[src/hw/rtl/lsrc_pkg.sv]
package lsrc_pkg;

   localparam int CW    = 16;             // coordinate width
   localparam int FW    = 16;             // fraction bits of a crossing
   localparam int DW    = CW + 1;         // coordinate difference
   localparam int PW    = 2 * DW;         // product of two differences
   localparam int QW    = DW + FW;        // quotient bits, one divider step each
   localparam int RW    = DW + 1;         // trial remainder
   localparam int CFW   = CW + FW + 3;    // signed crossing
   localparam int NLANE = 4;

   localparam int EDGE_TOP    = 0;
   localparam int EDGE_BOTTOM = 1;
   localparam int EDGE_LEFT   = 2;
   localparam int EDGE_RIGHT  = 3;

   localparam int IDX_LEFT   = 0;
   localparam int IDX_RIGHT  = 1;
   localparam int IDX_TOP    = 2;
   localparam int IDX_BOTTOM = 3;

   typedef logic signed [CW-1:0] coord_type;

   typedef struct packed {
      logic          ok;
      logic          neg;
      logic [DW-1:0] u;
      logic [DW-1:0] v;
      logic [DW-1:0] d;
      logic [PW-1:0] prod;
      logic [QW-1:0] q;
   } lane_type;

   typedef struct packed {
      coord_type x1;
      coord_type y1;
      coord_type x2;
      coord_type y2;
      coord_type xl;
      coord_type xh;
      coord_type yl;
      coord_type yh;
      lane_type [NLANE-1:0] lane;
   } item_type;

   function automatic logic strictly_in(input logic signed [CFW-1:0] c,
                                        input coord_type a, input coord_type b);
      logic signed [CFW-1:0] aw;
      logic signed [CFW-1:0] bw;
      logic signed [CFW-1:0] lo;
      logic signed [CFW-1:0] hi;
      aw = CFW'(a) <<< FW;
      bw = CFW'(b) <<< FW;
      lo = (aw < bw) ? aw : bw;
      hi = (aw < bw) ? bw : aw;
      return (lo < c) && (c < hi);
   endfunction

   function automatic coord_type trunc_fix(input logic signed [CFW-1:0] c);
      logic signed [CFW-1:0] m;
      m = c[CFW-1] ? -c : c;
      m = m >>> FW;
      if (c[CFW-1]) begin
         m = -m;
      end
      return m[CW-1:0];
   endfunction

endpackage

[src/hw/rtl/lsrc_front.sv]
module lsrc_front (
   input  logic                clock,
   input  logic                reset,
   input  logic                adv,
   input  logic                in_valid,
   input  lsrc_pkg::coord_type x1,
   input  lsrc_pkg::coord_type y1,
   input  lsrc_pkg::coord_type x2,
   input  lsrc_pkg::coord_type y2,
   input  lsrc_pkg::coord_type xl,
   input  lsrc_pkg::coord_type xh,
   input  lsrc_pkg::coord_type yl,
   input  lsrc_pkg::coord_type yh,
   output logic                out_valid,
   output lsrc_pkg::item_type  out_item
);

   function automatic lsrc_pkg::lane_type lane_prep(input lsrc_pkg::coord_type a1,
      input lsrc_pkg::coord_type a2, input lsrc_pkg::coord_type b1,
      input lsrc_pkg::coord_type b2, input lsrc_pkg::coord_type s);
      logic signed [lsrc_pkg::DW-1:0] du;
      logic signed [lsrc_pkg::DW-1:0] dv;
      logic signed [lsrc_pkg::DW-1:0] dd;
      lsrc_pkg::lane_type l;
      du = lsrc_pkg::DW'(s) - lsrc_pkg::DW'(a1);
      dv = lsrc_pkg::DW'(b2) - lsrc_pkg::DW'(b1);
      dd = lsrc_pkg::DW'(a2) - lsrc_pkg::DW'(a1);
      l = '0;
      l.ok = (a1 < s && s < a2) || (a2 < s && s < a1);
      l.neg = (du[lsrc_pkg::DW-1] ^ dv[lsrc_pkg::DW-1] ^ dd[lsrc_pkg::DW-1]) && (dv != '0);
      l.u = du[lsrc_pkg::DW-1] ? -du : du;
      l.v = dv[lsrc_pkg::DW-1] ? -dv : dv;
      l.d = dd[lsrc_pkg::DW-1] ? -dd : dd;
      return l;
   endfunction

   lsrc_pkg::item_type s0_ff, s1_ff, s2_ff;
   lsrc_pkg::item_type s0_in, s1_in, s2_in;
   logic v0_ff, v1_ff, v2_ff;

   always_comb begin
      s0_in = '0;
      s0_in.x1 = x1;
      s0_in.y1 = y1;
      s0_in.x2 = x2;
      s0_in.y2 = y2;
      s0_in.xl = xl;
      s0_in.xh = xh;
      s0_in.yl = yl;
      s0_in.yh = yh;
   end

   always_comb begin
      s1_in = s0_ff;
      s1_in.lane[lsrc_pkg::EDGE_TOP] =
         lane_prep(s0_ff.y1, s0_ff.y2, s0_ff.x1, s0_ff.x2, s0_ff.yl);
      s1_in.lane[lsrc_pkg::EDGE_BOTTOM] =
         lane_prep(s0_ff.y1, s0_ff.y2, s0_ff.x1, s0_ff.x2, s0_ff.yh);
      s1_in.lane[lsrc_pkg::EDGE_LEFT] =
         lane_prep(s0_ff.x1, s0_ff.x2, s0_ff.y1, s0_ff.y2, s0_ff.xl);
      s1_in.lane[lsrc_pkg::EDGE_RIGHT] =
         lane_prep(s0_ff.x1, s0_ff.x2, s0_ff.y1, s0_ff.y2, s0_ff.xh);
   end

   always_comb begin
      s2_in = s1_ff;
      for (int e = 0; e < lsrc_pkg::NLANE; e++) begin
         s2_in.lane[e].prod = lsrc_pkg::PW'(s1_ff.lane[e].u) * lsrc_pkg::PW'(s1_ff.lane[e].v);
      end
   end

   always_ff @(posedge clock) begin
      if (reset) begin
         v0_ff <= 1'b0;
         v1_ff <= 1'b0;
         v2_ff <= 1'b0;
      end else if (adv) begin
         v0_ff <= in_valid;
         v1_ff <= v0_ff;
         v2_ff <= v1_ff;
      end
      if (adv) begin
         s0_ff <= s0_in;
         s1_ff <= s1_in;
         s2_ff <= s2_in;
      end
   end

   assign out_valid = v2_ff;
   assign out_item  = s2_ff;

endmodule

[config.mk]
export PLATFORM = sky130hd
export DESIGN_NAME = lsrc_front
export DESIGN_NICKNAME = d
export VERILOG_FILES = /design/src/hw/rtl/lsrc_pkg.sv /design/src/hw/rtl/lsrc_front.sv
export SDC_FILE = /design/constraint.sdc
export NUM_CORES = 2
export LEC_CHECK = 0
export BUFFER_PORTS_ARGS = -buffer_cell sky130_fd_sc_hd__buf_2
export CORE_MARGIN = 2
export CORE_UTILIZATION = 40
export CTS_CLUSTER_SIZE = 24
export DETAILED_ROUTE_END_ITERATION = 10
export SLEW_MARGIN = 15
export SYNTH_ARGS = -nofsm -noshare
export SYNTH_HDL_FRONTEND = slang
export SYNTH_SLANG_ARGS = --single-unit
[constraint.sdc]
create_clock -name clock -period 10.92 [get_ports clock]
set_input_delay 0 -clock clock [delete_from_list [all_inputs] [get_ports clock]]
set_output_delay 0 -clock clock [all_outputs]
set_load 0.1 [all_outputs]
Word-level counts from Yosys, hierarchy flattened
Cells that the tools add are included.
W data, S select, Z words.
Storage, ports and cells
  register bits after elaboration: 743
  input bits: 132
  output and inout bits: 609
  word-level logic and storage cells: 129
Operators by class
  add/subtract/negate cells: 12
  multiply operators: 4
  order comparisons: 16
  mux-type cells: 6
  bitwise operators: 8
  reduce and logical (&&, ||, !) cells: 18
Operators by type and width (count)
  $lt A16 B16 Y1: 16
  $mul A17 B17 Y34: 4
  $neg A17 Y17: 6
  $sub A16 B16 Y17: 6
  $mux W16: 6
  $reduce_bool A17 Y1: 2
  $logic_and A1 B1 Y1: 12
  $xor A1 B1 Y1: 8
  $logic_or A1 B1 Y1: 4

Longest topological paths before layout
  word-level depth: 4
  depth in mapped cells: 24
  depth with buffers taken out: 23

Worst setup path after synthesis
Ideal clock, no wire load.
  kind: register to register
  from: register s1_ff[354] (netlist name)
  to: register s2_ff (netlist bit out_item[305]) (data pin)
  setup time: 265 ps
  data arrival time: 6204 ps
  required time: 10655 ps
  path slack: 4451 ps
  stages on the path, launching flop included: 22
  buffers on the path: 1
  period minus slack after synthesis: 6469 ps
  cells stage by stage: edfxtp_1 clkbuf_1 nand2_1 fa_1 fa_1 inv_1 fa_1 inv_1 fa_1 fa_1 fa_1 inv_1 ha_1 a21o_1 a21o_1 a221oi_1 nand2_1 o21ai_0 o21ai_0 o41ai_1 o21ai_0 xor2_1
RTL lines
  start, declared: RTL line lsrc_front.sv:37  | lsrc_pkg::item_type s0_ff, s1_ff, s2_ff;
  start signal, assigned: RTL line lsrc_front.sv:84  | s1_ff <= s1_in;
  end signal, assigned: RTL line lsrc_front.sv:85  | s2_ff <= s2_in;
  end, declared: RTL line lsrc_front.sv:37

==> out/qor.yml <==
outcome:
  status: "completed"
sta:
  rsz0062_at_grt: "no"
  tightest_slew_ns: 1.123
  setup_tns_ns: 0
  finalCriticalPeriod_ns: 7.473
  finalCritPeriodShare_pct: 68.43
  finalHoldViolCount: 0
  max_freq_mhz: 133.8
  clock_skew_ns: 0.05303
  slew_viol_final: 0
  relSlewSlack_pct: 25.14
  setup_viol: 0
hold_path:
  hold_path.class: "input pin to register"
synth:
  yosys.area_share.simple_pct: 12.26
  synth_top_area_share_pct: 31.40
  ys.flop_type: "edfxtp_1"
  syn_inst: 6634
  synthXorXnorAreaFrac_pct: 3.243
  synth_area_sq_mm: 0.07077
  syn_avg_cell_area_sq_um: 10.67
  yosys-top-cells-area: "edfxtp_1, fa_1, ha_1, inv_1, and2_1"
  seq_area_frac_synth_pct: 31.49
  muxShareOfSynthArea_pct: 0.2245
  synth-compound-area-share_pct: 6.468
  yosysTopAreaCell: "edfxtp_1"
  yosysWarnings: 0
  synth_edf_count: 740
  async_flop_share_pct: 0
  ys_types: 87
  synthAdderAreaFrac_pct: 36.20
  synth-seq-cells: 743
  synth_top_family_by_area: "adder cells"
layout:
  syn2layout_area_growth_pct: 14.39
  drive_gt1_share_pct: 11.54
  fin_util_pct: 46.01
  final_common_cell: "inv_1"
  fin_nets: 8998
  final_cell_mix: "inv_1, fa_1, nand2_1"
floorplan:
  design.die.area_sq_mm: 0.1803
  start_util_pct: 40.23
  die_x_microns: 424.6
  io_pins: 741
  design.core.area_sq_mm: 0.1759
  dieHeight_microns: 424.6
  fp-row-count: 154
global_route:
  grt.met3_usage_pct: 3.355
  grt_pass1_vias: 50910
  gr-total-overflow: 0
  grtUsageMet1_pct: 27.46
  antenna_found_initial: 14
  track_usage_pct: 21.48
  grt_max_degree: 184
  grt-busiest-layer: "met2"
  grt_use_met2_pct: 35.58
  grt_pass1_wl_microns: 296000
critical_path:
  cp_max_fo: 18
  cp.required_ns: 11.39
  cp-start-kind: "register"
  crit_type: "register to register"
  cp.arrival_ns: 7.94
  crit_path_end_kind: "register"
detailed_routing:
  via_count: 49010
  wl_per_cell_microns: 19.76
  viasPerCell: 5.012
  antenna_left: 0
  routed_wl_microns: 193200
  dr.first_iter.drc_count: 2942
  firstDrtPassIters: 5
  drcViolationCount: 0
run:
  maxCapViolations: 0
placement:
  place_hpwl_microns: 144100
  gp_congestion: 0.8696
  port_buffers: 608
clock_network:
  clkTransAtPathRegs_ns: 0.07
  clock_path_buffers: 3
  tritoncts: "done"
  htree_levels: 3
  post_cts_buffers: 0
  cts_buffers: 89
  clock_latency_ns: 0.77
  clkSinkCount: 743
  cts_root_buf: "clkbuf_16"
-- critical path: stages, from the launching register on --
cell      delay, ns
edfxtp_1       0.95
nand2_1        0.20
fa_1           0.55
inv_1          0.06
fa_1           0.42
fa_1           0.50
inv_1          0.07
fa_1           0.55
fa_1           0.42
fa_1           0.49
inv_1          0.04
ha_1           0.35
a21o_1         0.19
a21o_1         0.17
a221oi_1       0.34
nand2_1        0.08
o21ai_0        0.45
o21ai_0        0.41
o41ai_1        0.61
o21ai_0        0.19
xor2_1         0.17
-- flip-flops by register name, indices dropped and copies added (netlist names) --
signal and flops:
s0_ff 128, v1_ff 1, out_valid 1, v0_ff 1, out_item 374, s1_ff 238
-- what timing repair did --
item                                    4_1_cts  5_1_grt
gates resized for setup                       0        0
hold buffers                                259        0
endpoints found under the setup margin        0        0
endpoints found under the hold margin       225        0
-- layer usage --
metal  up-vias  wire (microns)
li1      22390               -
met1     24870           80660
met2      1408           92190
met3       334           10260
met4         6           10050
met5         -              41
-- synthesized netlist by cell type, types with 8 or more instances --
cell type and count:
a21o_1 96, o31a_1 11, nand2_1 750, nor4_1 14, nand3_1 37, nor2_1 188, fa_1 902, o21ai_0 121
and3_1 19, or3_1 12, clkbuf_1 195, a31oi_1 28, nor3b_1 14, a211oi_1 34, o21bai_1 26, nand2b_1 29
nor3_1 48, ha_1 604, and4_1 13, xnor2_1 185, a2111oi_0 8, inv_1 1238, or2_2 9, nand4_1 30
o31ai_1 23, buf_4 234, xor2_1 77, o22ai_1 8, nor2b_1 40, mux2i_1 8, edfxtp_1 740, o21a_1 42
and2_1 528, a21oi_1 166
-- path summary, 6_finish.rpt --
path	start	to	slack (ns)	depth (start not counted)
max reg2reg	s1_ff[346]	out_item[305]	3.45	20
min	yl[14]	s0_ff[510]	0.06	2
min reg2reg	s1_ff[485]	out_item[485]	0.41	0
max	s1_ff[346]	out_item[305]	3.45	20
-- cell families (layout without fill, tap and decap cells) --
kind of cell               count (synthesis)  after routing
and+or+nand+nor                         1760           1760
adders and majority gates               1506           1506
muxes                                     15             15
xor gates and xnor gates                 262            262
other                                      1            136
buffers and inverters                   1671           2339
DFF                                      743            743
AOI/OAI and AO/OA                        676            676
-- area by class of cell --
cell class | count | area, sq um
Antenna cell | 4 | 10.01
Clock buffer | 109 | 2302
Clock inverter | 55 | 757.0
Fill cell | 16360 | 94970
Inverter | 1238 | 4647
Multi-Input combinational cell | 4351 | 41830
Sequential cell | 743 | 22280
Tap cell | 2340 | 2928
Timing Repair Buffer | 937 | 6196
-- per-stage QoR --
| stage | hold slack [ns] | instances | area (sq um) | setup WS, ns |
|---|---|---|---|---|
| floorplan | 0.07238 | 6765 | 71260 | 4.451 |
| global placement | 0.1760 | 9350 | 75280 | 3.705 |
| detailed placement | 0.1781 | 9350 | 75290 | 3.492 |
| CTS | 0.02034 | 9773 | 80940 | 3.463 |
| global route | 0.03141 | 9777 | 80950 | 2.887 |
| finish | 0.06269 | 9777 | 80950 | 3.447 |
Power is not shown: default switching activity piles up to over one toggle a cycle in this logic, so the estimate is an artifact.
