### src/hw/rtl/lsrc_pkg.sv
package lsrc_pkg;

   localparam int CW    = 16;             // coordinate width
   localparam int FW    = 16;             // fraction bits of a crossing
   localparam int DW    = CW + 1;         // coordinate difference
   localparam int PW    = 2 * DW;         // product of two differences
   localparam int QW    = DW + FW;        // quotient bits, one divider step each
   localparam int RW    = DW + 1;         // trial remainder
   localparam int CFW   = CW + FW + 3;    // signed crossing
   localparam int NLANE = 4;

   localparam int EDGE_TOP    = 0;
   localparam int EDGE_BOTTOM = 1;
   localparam int EDGE_LEFT   = 2;
   localparam int EDGE_RIGHT  = 3;

   localparam int IDX_LEFT   = 0;
   localparam int IDX_RIGHT  = 1;
   localparam int IDX_TOP    = 2;
   localparam int IDX_BOTTOM = 3;

   typedef logic signed [CW-1:0] coord_type;

   typedef struct packed {
      logic          ok;
      logic          neg;
      logic [DW-1:0] u;
      logic [DW-1:0] v;
      logic [DW-1:0] d;
      logic [PW-1:0] prod;
      logic [QW-1:0] q;
   } lane_type;

   typedef struct packed {
      coord_type x1;
      coord_type y1;
      coord_type x2;
      coord_type y2;
      coord_type xl;
      coord_type xh;
      coord_type yl;
      coord_type yh;
      lane_type [NLANE-1:0] lane;
   } item_type;

   function automatic logic strictly_in(input logic signed [CFW-1:0] c,
                                        input coord_type a, input coord_type b);
      logic signed [CFW-1:0] aw;
      logic signed [CFW-1:0] bw;
      logic signed [CFW-1:0] lo;
      logic signed [CFW-1:0] hi;
      aw = CFW'(a) <<< FW;
      bw = CFW'(b) <<< FW;
      lo = (aw < bw) ? aw : bw;
      hi = (aw < bw) ? bw : aw;
      return (lo < c) && (c < hi);
   endfunction

   function automatic coord_type trunc_fix(input logic signed [CFW-1:0] c);
      logic signed [CFW-1:0] m;
      m = c[CFW-1] ? -c : c;
      m = m >>> FW;
      if (c[CFW-1]) begin
         m = -m;
      end
      return m[CW-1:0];
   endfunction

endpackage

### src/hw/rtl/lsrc_finish.sv
module lsrc_finish (
   input  logic                clock,
   input  logic                reset,
   input  logic                adv,
   input  logic                in_valid,
   input  lsrc_pkg::item_type  in_item,
   output logic                out_valid,
   output lsrc_pkg::coord_type out_start_x,
   output lsrc_pkg::coord_type out_start_y,
   output lsrc_pkg::coord_type out_end_x,
   output lsrc_pkg::coord_type out_end_y,
   output logic                out_rejected
);

   lsrc_pkg::item_type f1_ff, f2_ff;
   logic signed [lsrc_pkg::CFW-1:0] c_ff [lsrc_pkg::NLANE];
   logic signed [lsrc_pkg::CFW-1:0] c_in [lsrc_pkg::NLANE];
   logic [lsrc_pkg::NLANE-1:0] hit_ff, hit_in;
   lsrc_pkg::coord_type tr_ff [lsrc_pkg::NLANE];
   lsrc_pkg::coord_type tr_in [lsrc_pkg::NLANE];
   logic v1_ff, v2_ff, v3_ff;
   lsrc_pkg::coord_type sx_ff, sy_ff, ex_ff, ey_ff;
   lsrc_pkg::coord_type sx_in, sy_in, ex_in, ey_in;
   logic rej_ff, rej_in;

   always_comb begin
      lsrc_pkg::coord_type b1;
      logic signed [lsrc_pkg::CFW-1:0] qs;
      for (int e = 0; e < lsrc_pkg::NLANE; e++) begin
         b1 = (e == lsrc_pkg::EDGE_TOP || e == lsrc_pkg::EDGE_BOTTOM) ? in_item.x1 : in_item.y1;
         qs = $signed(lsrc_pkg::CFW'(in_item.lane[e].q));
         c_in[e] = (lsrc_pkg::CFW'(b1) <<< lsrc_pkg::FW) + (in_item.lane[e].neg ? -qs : qs);
      end
   end

   always_comb begin
      for (int e = 0; e < lsrc_pkg::NLANE; e++) begin
         if (e == lsrc_pkg::EDGE_TOP || e == lsrc_pkg::EDGE_BOTTOM) begin
            hit_in[e] = f1_ff.lane[e].ok &&
                        lsrc_pkg::strictly_in(c_ff[e], f1_ff.x1, f1_ff.x2) &&
                        lsrc_pkg::strictly_in(c_ff[e], f1_ff.xl, f1_ff.xh);
         end else begin
            hit_in[e] = f1_ff.lane[e].ok &&
                        lsrc_pkg::strictly_in(c_ff[e], f1_ff.y1, f1_ff.y2) &&
                        lsrc_pkg::strictly_in(c_ff[e], f1_ff.yl, f1_ff.yh);
         end
         tr_in[e] = lsrc_pkg::trunc_fix(c_ff[e]);
      end
   end

   // later edges override earlier ones
   always_comb begin
      sx_in = f2_ff.x1;
      sy_in = f2_ff.y1;
      ex_in = f2_ff.x2;
      ey_in = f2_ff.y2;
      if (hit_ff[lsrc_pkg::EDGE_TOP]) begin
         if (f2_ff.y2 < f2_ff.y1) begin
            ey_in = f2_ff.yl; ex_in = tr_ff[lsrc_pkg::EDGE_TOP];
         end else begin
            sy_in = f2_ff.yl; sx_in = tr_ff[lsrc_pkg::EDGE_TOP];
         end
      end
      if (hit_ff[lsrc_pkg::EDGE_BOTTOM]) begin
         if (f2_ff.y2 > f2_ff.y1) begin
            ey_in = f2_ff.yh; ex_in = tr_ff[lsrc_pkg::EDGE_BOTTOM];
         end else begin
            sy_in = f2_ff.yh; sx_in = tr_ff[lsrc_pkg::EDGE_BOTTOM];
         end
      end
      if (hit_ff[lsrc_pkg::EDGE_LEFT]) begin
         if (f2_ff.x2 < f2_ff.x1) begin
            ex_in = f2_ff.xl; ey_in = tr_ff[lsrc_pkg::EDGE_LEFT];
         end else begin
            sx_in = f2_ff.xl; sy_in = tr_ff[lsrc_pkg::EDGE_LEFT];
         end
      end
      if (hit_ff[lsrc_pkg::EDGE_RIGHT]) begin
         if (f2_ff.x2 > f2_ff.x1) begin
            ex_in = f2_ff.xh; ey_in = tr_ff[lsrc_pkg::EDGE_RIGHT];
         end else begin
            sx_in = f2_ff.xh; sy_in = tr_ff[lsrc_pkg::EDGE_RIGHT];
         end
      end
      rej_in = (hit_ff == '0) && (f2_ff.x1 > f2_ff.xh || f2_ff.x1 < f2_ff.xl);
      if (rej_in) begin
         sx_in = '1; sy_in = '1; ex_in = '1; ey_in = '1;
      end
   end

   always_ff @(posedge clock) begin
      if (reset) begin
         v1_ff <= 1'b0;
         v2_ff <= 1'b0;
         v3_ff <= 1'b0;
      end else if (adv) begin
         v1_ff <= in_valid;
         v2_ff <= v1_ff;
         v3_ff <= v2_ff;
      end
      if (adv) begin
         f1_ff  <= in_item;
         c_ff   <= c_in;
         f2_ff  <= f1_ff;
         hit_ff <= hit_in;
         tr_ff  <= tr_in;
         sx_ff  <= sx_in;
         sy_ff  <= sy_in;
         ex_ff  <= ex_in;
         ey_ff  <= ey_in;
         rej_ff <= rej_in;
      end
   end

   assign out_valid    = v3_ff;
   assign out_start_x  = sx_ff;
   assign out_start_y  = sy_ff;
   assign out_end_x    = ex_ff;
   assign out_end_y    = ey_ff;
   assign out_rejected = rej_ff;

endmodule

### config.mk
export PLATFORM = sky130hd
export DESIGN_NAME = lsrc_finish
export DESIGN_NICKNAME = d
export VERILOG_FILES = /design/src/hw/rtl/lsrc_pkg.sv /design/src/hw/rtl/lsrc_finish.sv
export SDC_FILE = /design/constraint.sdc
export NUM_CORES = 2
export LEC_CHECK = 0
export BUFFER_PORTS_ARGS = -buffer_cell sky130_fd_sc_hd__buf_2
export CAP_MARGIN = 20
export CORE_ASPECT_RATIO = 0.8
export CORE_MARGIN = 4
export CORE_UTILIZATION = 50
export CTS_BUF_LIST = sky130_fd_sc_hd__clkbuf_4 sky130_fd_sc_hd__clkbuf_8
export DETAILED_ROUTE_END_ITERATION = 7
export HOLD_SLACK_MARGIN = 0.15
export PLACE_DENSITY = 0.73
export SYNTH_ARGS = -nofsm -noshare
export SYNTH_HDL_FRONTEND = slang
export SYNTH_SLANG_ARGS = --single-unit
### constraint.sdc
create_clock -name clock -period 7.2 [get_ports clock]
set_clock_uncertainty 0.2 [all_clocks]
set_input_delay 1.08 -clock clock [delete_from_list [all_inputs] [get_ports clock]]
set_output_delay 1.08 -clock clock [all_outputs]
set_load 0.005 [all_outputs]
==> After elaboration in Yosys (flattened, before gate mapping) <==
Index checks and enable logic that the tools add are counted.
{ "op_classes": {"n_lt_le_gt_ge": 26, "mux": 52, "n_reduce_logical": 19, "add_sub_neg": 16} }
{ "ops": {"columns": ["cell", "count"], "rows": [
  ["16-bit 2-to-1 mux", 36],
  ["35-bit less-than comparator", 16],
  ["35-bit 2-to-1 mux", 12],
  ["32-bit by 35-bit adder with 35-bit output", 4],
  ["33-bit negator with 35-bit output", 4],
  ["32-bit less-than comparator", 4],
  ["32-bit 2-to-1 mux", 4],
  ["32-bit negator", 4],
  ["16-bit negator", 4],
  ["16-bit greater-than comparator", 3],
  ["16-bit less-than comparator", 3],
  ["1-bit logical AND", 17],
  ["4-bit zero test", 1],
  ["1-bit logical OR", 1]
]} }
{ "totals": {"regBits": 536, "output_inout_bits": 66} }

==> Depth between registers and ports, before layout <==
{ "depth": {"depth_word": 9, "depth_mapped": 19, "mapped_depth_nobuf": 18} }

==> Least setup slack after synthesis <==
Ideal clock, no wire load.
{ "synth_timing": {"path_type": "in2reg", "from": "in in_item[361] in the netlist's numbering", "to": "reg c_ff[33] in the netlist's numbering (data pin)", "path_buffers": 0, "arrival_ns": 4.903, "path_stages": 15, "setup_ns": 0.262, "setup_slack_ns": 1.834, "path_cell_list": "or4_1 -> or3_1 -> nand2b_1 -> or3_4 -> o31ai_1 -> xnor2_1 -> ha_1 -> a21oi_1 -> o21ai_0 -> a2111oi_0 -> o31ai_1 -> a311o_1 -> a21oi_1 -> a21oi_1 -> xor2_1"} }
{ "synth_lines": {"columns": ["element", "line_no", "source"], "rows": [
  ["start, declared", "lsrc_finish.sv:6", "input lsrc_pkg::item_type in_item,"],
  ["end signal, assigned", "lsrc_finish.sv:103", "c_ff <= c_in;"],
  ["end, declared", "lsrc_finish.sv:16", "logic signed [lsrc_pkg::CFW-1:0] c_ff [lsrc_pkg::NLANE];"]
]} }

==> Worst setup path in the final report <==
{ "layout_timing": {"from": "reg f1_ff[482] in the netlist's numbering", "to": "reg hit_ff[2] in the netlist's numbering (data pin)"} }
{ "layout_between": {"elab_chain_cells": 5, "word_cells_on_any_way": 7, "cone_classes": "3 x order compare; 2 x mux; 2 x reduce/logical"} }
{ "layout_lines": {"columns": ["element", "line_no", "source"], "rows": [
  ["start, declared", "lsrc_finish.sv:15", "lsrc_pkg::item_type f1_ff, f2_ff;"],
  ["start signal, assigned", "lsrc_finish.sv:102", "f1_ff <= in_item;"],
  ["32-bit less-than comparator", "lsrc_pkg.sv:54, lsrc_pkg.sv:55", null],
  ["35-bit 2-to-1 mux, on equally long branches", "lsrc_pkg.sv:54, lsrc_pkg.sv:55", null],
  ["35-bit less-than comparator", "lsrc_pkg.sv:56", "return (lo < c) && (c < hi);"],
  ["1-bit logical AND (*)", "lsrc_pkg.sv:56", null],
  ["1-bit logical AND (*)", "lsrc_finish.sv:44", "lsrc_pkg::strictly_in(c_ff[e], f1_ff.y1, f1_ff.y2) &&"],
  ["named net hit_in, one bit", "lsrc_finish.sv:18", "logic [lsrc_pkg::NLANE-1:0] hit_ff, hit_in;"],
  ["end signal, assigned", "lsrc_finish.sv:105", "hit_ff <= hit_in;"],
  ["end, declared", "lsrc_finish.sv:18", null]
]} }
Mark *: on every way through the listed nets, which the timed path passes. The rest lies on a longest branch.
A chain may end at the register's enable or synchronous reset.

==> results.json <==
{
  "status": "complete, no violations",
  "final_cell_mix": "edfxtp_1 (533), ha_1 (499), buf_2 (336)",
  "clockBufferDepth": 3,
  "critPathLaunchType": "flip-flop",
  "cts_tree": "yes",
  "dr.first_iter.drc_count": 3416,
  "grt_pass1_vias": 28705,
  "hold_violations": 0,
  "insertion_delay_ps": 730,
  "power.share.switching_pct": 35.2,
  "fin_ws_ps": 1040,
  "wl_per_cell_um": 22.3,
  "synth-edff-count": 533,
  "peakVddDrop_mv": 0.126,
  "syn_avg_cell_area_um2": 10.4,
  "routed_wl_mm": 114,
  "post_drt_via_cell_ratio": 5.98,
  "pre_cts_slack_ps": 1160,
  "portBuffers": 337,
  "ctsHoldBuffers": 0,
  "fin_crit_ps": 6160,
  "gp_congestion": 0.969,
  "p_seq_share_pct": 40.4,
  "worstMarginPinSlew_ps": 1040,
  "synth_area_mm2": 0.0381,
  "clock.fmax_mhz": 162,
  "cts_buffers": 91,
  "post_cts_resized": 0,
  "yosys_most_used_dff": "edfxtp_1",
  "root_buffer": "clkbuf_8",
  "htree_levels": 3,
  "max_slew_margin_pct": 28.8,
  "firstDrtPassIters": 5,
  "hp-class": "flip-flop to flip-flop",
  "grt_max_degree": 149,
  "period_share_pct": 85.6,
  "path_max_fanout": 25,
  "drive_gt1_share_pct": 14.5,
  "yosys-top-cells-area": "edfxtp_1 (42%), ha_1 (16%), xnor2_1 (5.4%), a21oi_1 (3.0%), mux2i_1 (2.8%)",
  "clkSinkCount": 536,
  "tns_ps": 0,
  "ios": 678,
  "final_common_cell": "edfxtp_1",
  "drc_errors": 0,
  "fin_area_mm2": 0.0430,
  "num_rows": 90,
  "synthArstFlopShare_pct": 0,
  "start_util_pct": 50.5,
  "path_class": "flip-flop to flip-flop",
  "p_clk_share_pct": 27.5,
  "antenna_found_initial": 25,
  "antenna_left": 0,
  "synth.net_count": 4769,
  "combPwrFrac_pct": 32.1,
  "critPathArrivalTime_ps": 6370,
  "synthCells": 3654,
  "critPathMaxStageDelay_ps": 730,
  "seq_area_frac_synth_pct": 42.2,
  "placed_area_mm2": 0.0410,
  "overflow": 0,
  "die_w_um": 316,
  "cp-end-kind": "flip-flop",
  "crit_chain": "inv_1 > ha_1 > a211oi_1 > o21ai_0 > a311oi_1 > o2bb2ai_4 > buf_4 > nand2_1 > o21ai_0 > ha_1 > a211oi_1 > nand2_1 > a2111oi_0 > o21ai_1 > a221o_1 > a211oi_1 > o21ai_0 > a2111oi_0",
  "drv_cap": 0,
  "synth_cell_types": 83,
  "synth_top_area_cell": "edfxtp_1",
  "clkTransAtPathRegs_ps": 70,
  "nets": 5125,
  "timing.hold.ws_ps": 293,
  "grt_pass1_wl_mm": 169,
  "crit_required_ps": 7410,
  "postCtsSetupBuffers": 0,
  "drv_slew": 0,
  "area_growth_pct": 12.9,
  "leakage_nw": 18.1,
  "setup_viol": 0,
  "die_area_mm2": 0.0806,
  "grt_setup_unrepaired": "false",
  "synth_seq_cells": 536,
  "synth_top_area_share_pct": 42.0,
  "core-area_mm2": 0.0754,
  "switching_power_mw": 3.85,
  "p_per_area_mw_per_mm2": 254,
  "p_int_mw": 7.08,
  "vias": 30519,
  "grt_usage_pct": 27.7,
  "ys_warn_count": 0,
  "crit_slowest_cell": "a2111oi_0",
  "die_h_um": 255,
  "place_hpwl_mm": 91.1
}
## power groups by stage
stage          registers (mW)  clock network [mW]  logic, mW
6_report                 4.42                3.00       3.51
5_1_grt                  4.44                3.22       3.95
4_1_cts                  4.39                3.07       3.46
3_5_place_dp             4.45                   0       3.43
3_3_place_gp             4.44                   0       3.35
2_1_floorplan            4.20                   0       2.40
## synth_stat cells (26+ instances only)
cell type,number
edfxtp_1,533
ha_1,499
nand2_1,279
nor2_1,259
inv_1,247
xnor2_1,234
a21oi_1,227
o21ai_0,161
a21o_1,117
mux2i_1,108
clkbuf_1,82
nand4_1,72
nand3_1,61
or3_1,51
nor3_1,46
nor4_1,46
a211oi_1,45
o31ai_1,40
nand2b_1,38
o22ai_1,37
o22a_1,33
o21ai_1,31
or4_1,26
## area by class of cell
| type | instances | area [um2] |
|---|---|---|
| repair buffers | 364 | 1940 |
| clock buffers | 106 | 1370 |
| fillers | 6514 | 32500 |
| multi-input cells | 2768 | 20800 |
| inverters | 249 | 935 |
| well taps | 1012 | 1270 |
| flip-flops and latches | 536 | 16100 |
| diodes | 8 | 20.0 |
| clock inverters | 59 | 607 |
## final timing paths
path               from         to  slack [ps]  cells past startpoint
max          f1_ff[482]  hit_ff[2]        1040                     18
min               v1_ff      v2_ff         290                      2
max reg2reg  f1_ff[482]  hit_ff[2]        1040                     18
min reg2reg       v1_ff      v2_ff         290                      2
## worst max-delay path: cells and delay by family, from the launching register on
kind                     cells  cell delay (ps)
AO/OA/AOI/OAI               12             3850
adder cells (fa/ha/maj)      2              670
buffers and inverters        2              480
flip-flops                   1              440
AND/OR/NAND/NOR              2              180
## sequential cells by signal, summed over array words and instances, names as in the netlist
| name | cells |
|---|---|
| out_start_x | 16 |
| f2_ff | 128 |
| out_start_y | 16 |
| v1_ff | 1 |
| out_valid | 1 |
| out_rejected | 1 |
| f1_ff | 132 |
| tr_ff | 64 |
| out_end_x | 16 |
| out_end_y | 16 |
| v2_ff | 1 |
| c_ff | 140 |
| hit_ff | 4 |
## kinds of logic after synthesis
group           count (synthesis)  share of synthesized area [%]
xor+xnor                      259                           5.96
simple gates                  978                           12.7
flops                         536                           42.2
buf+inv                       350                           3.48
fa+ha+maj                     503                           16.6
compound gates                896                           15.5
mux                           132                           3.55
## per-stage QoR
stage / instances / power (mW) / utilization [%]
3_3_place_gp: 4927 / 7.79 / 54.3
4_1_cts: 5092 / 10.9 / 56.9
6_report: 5102 / 10.9 / 57.0
2_1_floorplan: 3654 / 6.61 / -
3_5_place_dp: 4927 / 7.88 / 54.3
5_1_grt: 5100 / 11.6 / 57.0
## metal layers
layer / GRT usage, % / vias to the layer above / part of all wire (%) / wire length, um
met2: 36.0 / 1481 / 37 / 42300
met1: 44.0 / 14301 / 47 / 53700
li1: - / 14525 / - / -
met4: 7.58 / 24 / 2.4 / 2780
met3: 8.07 / 188 / 13 / 15000
met5: 0 / - / 0.15 / 168
No activity file was read; power rests on OpenSTA's default activity.
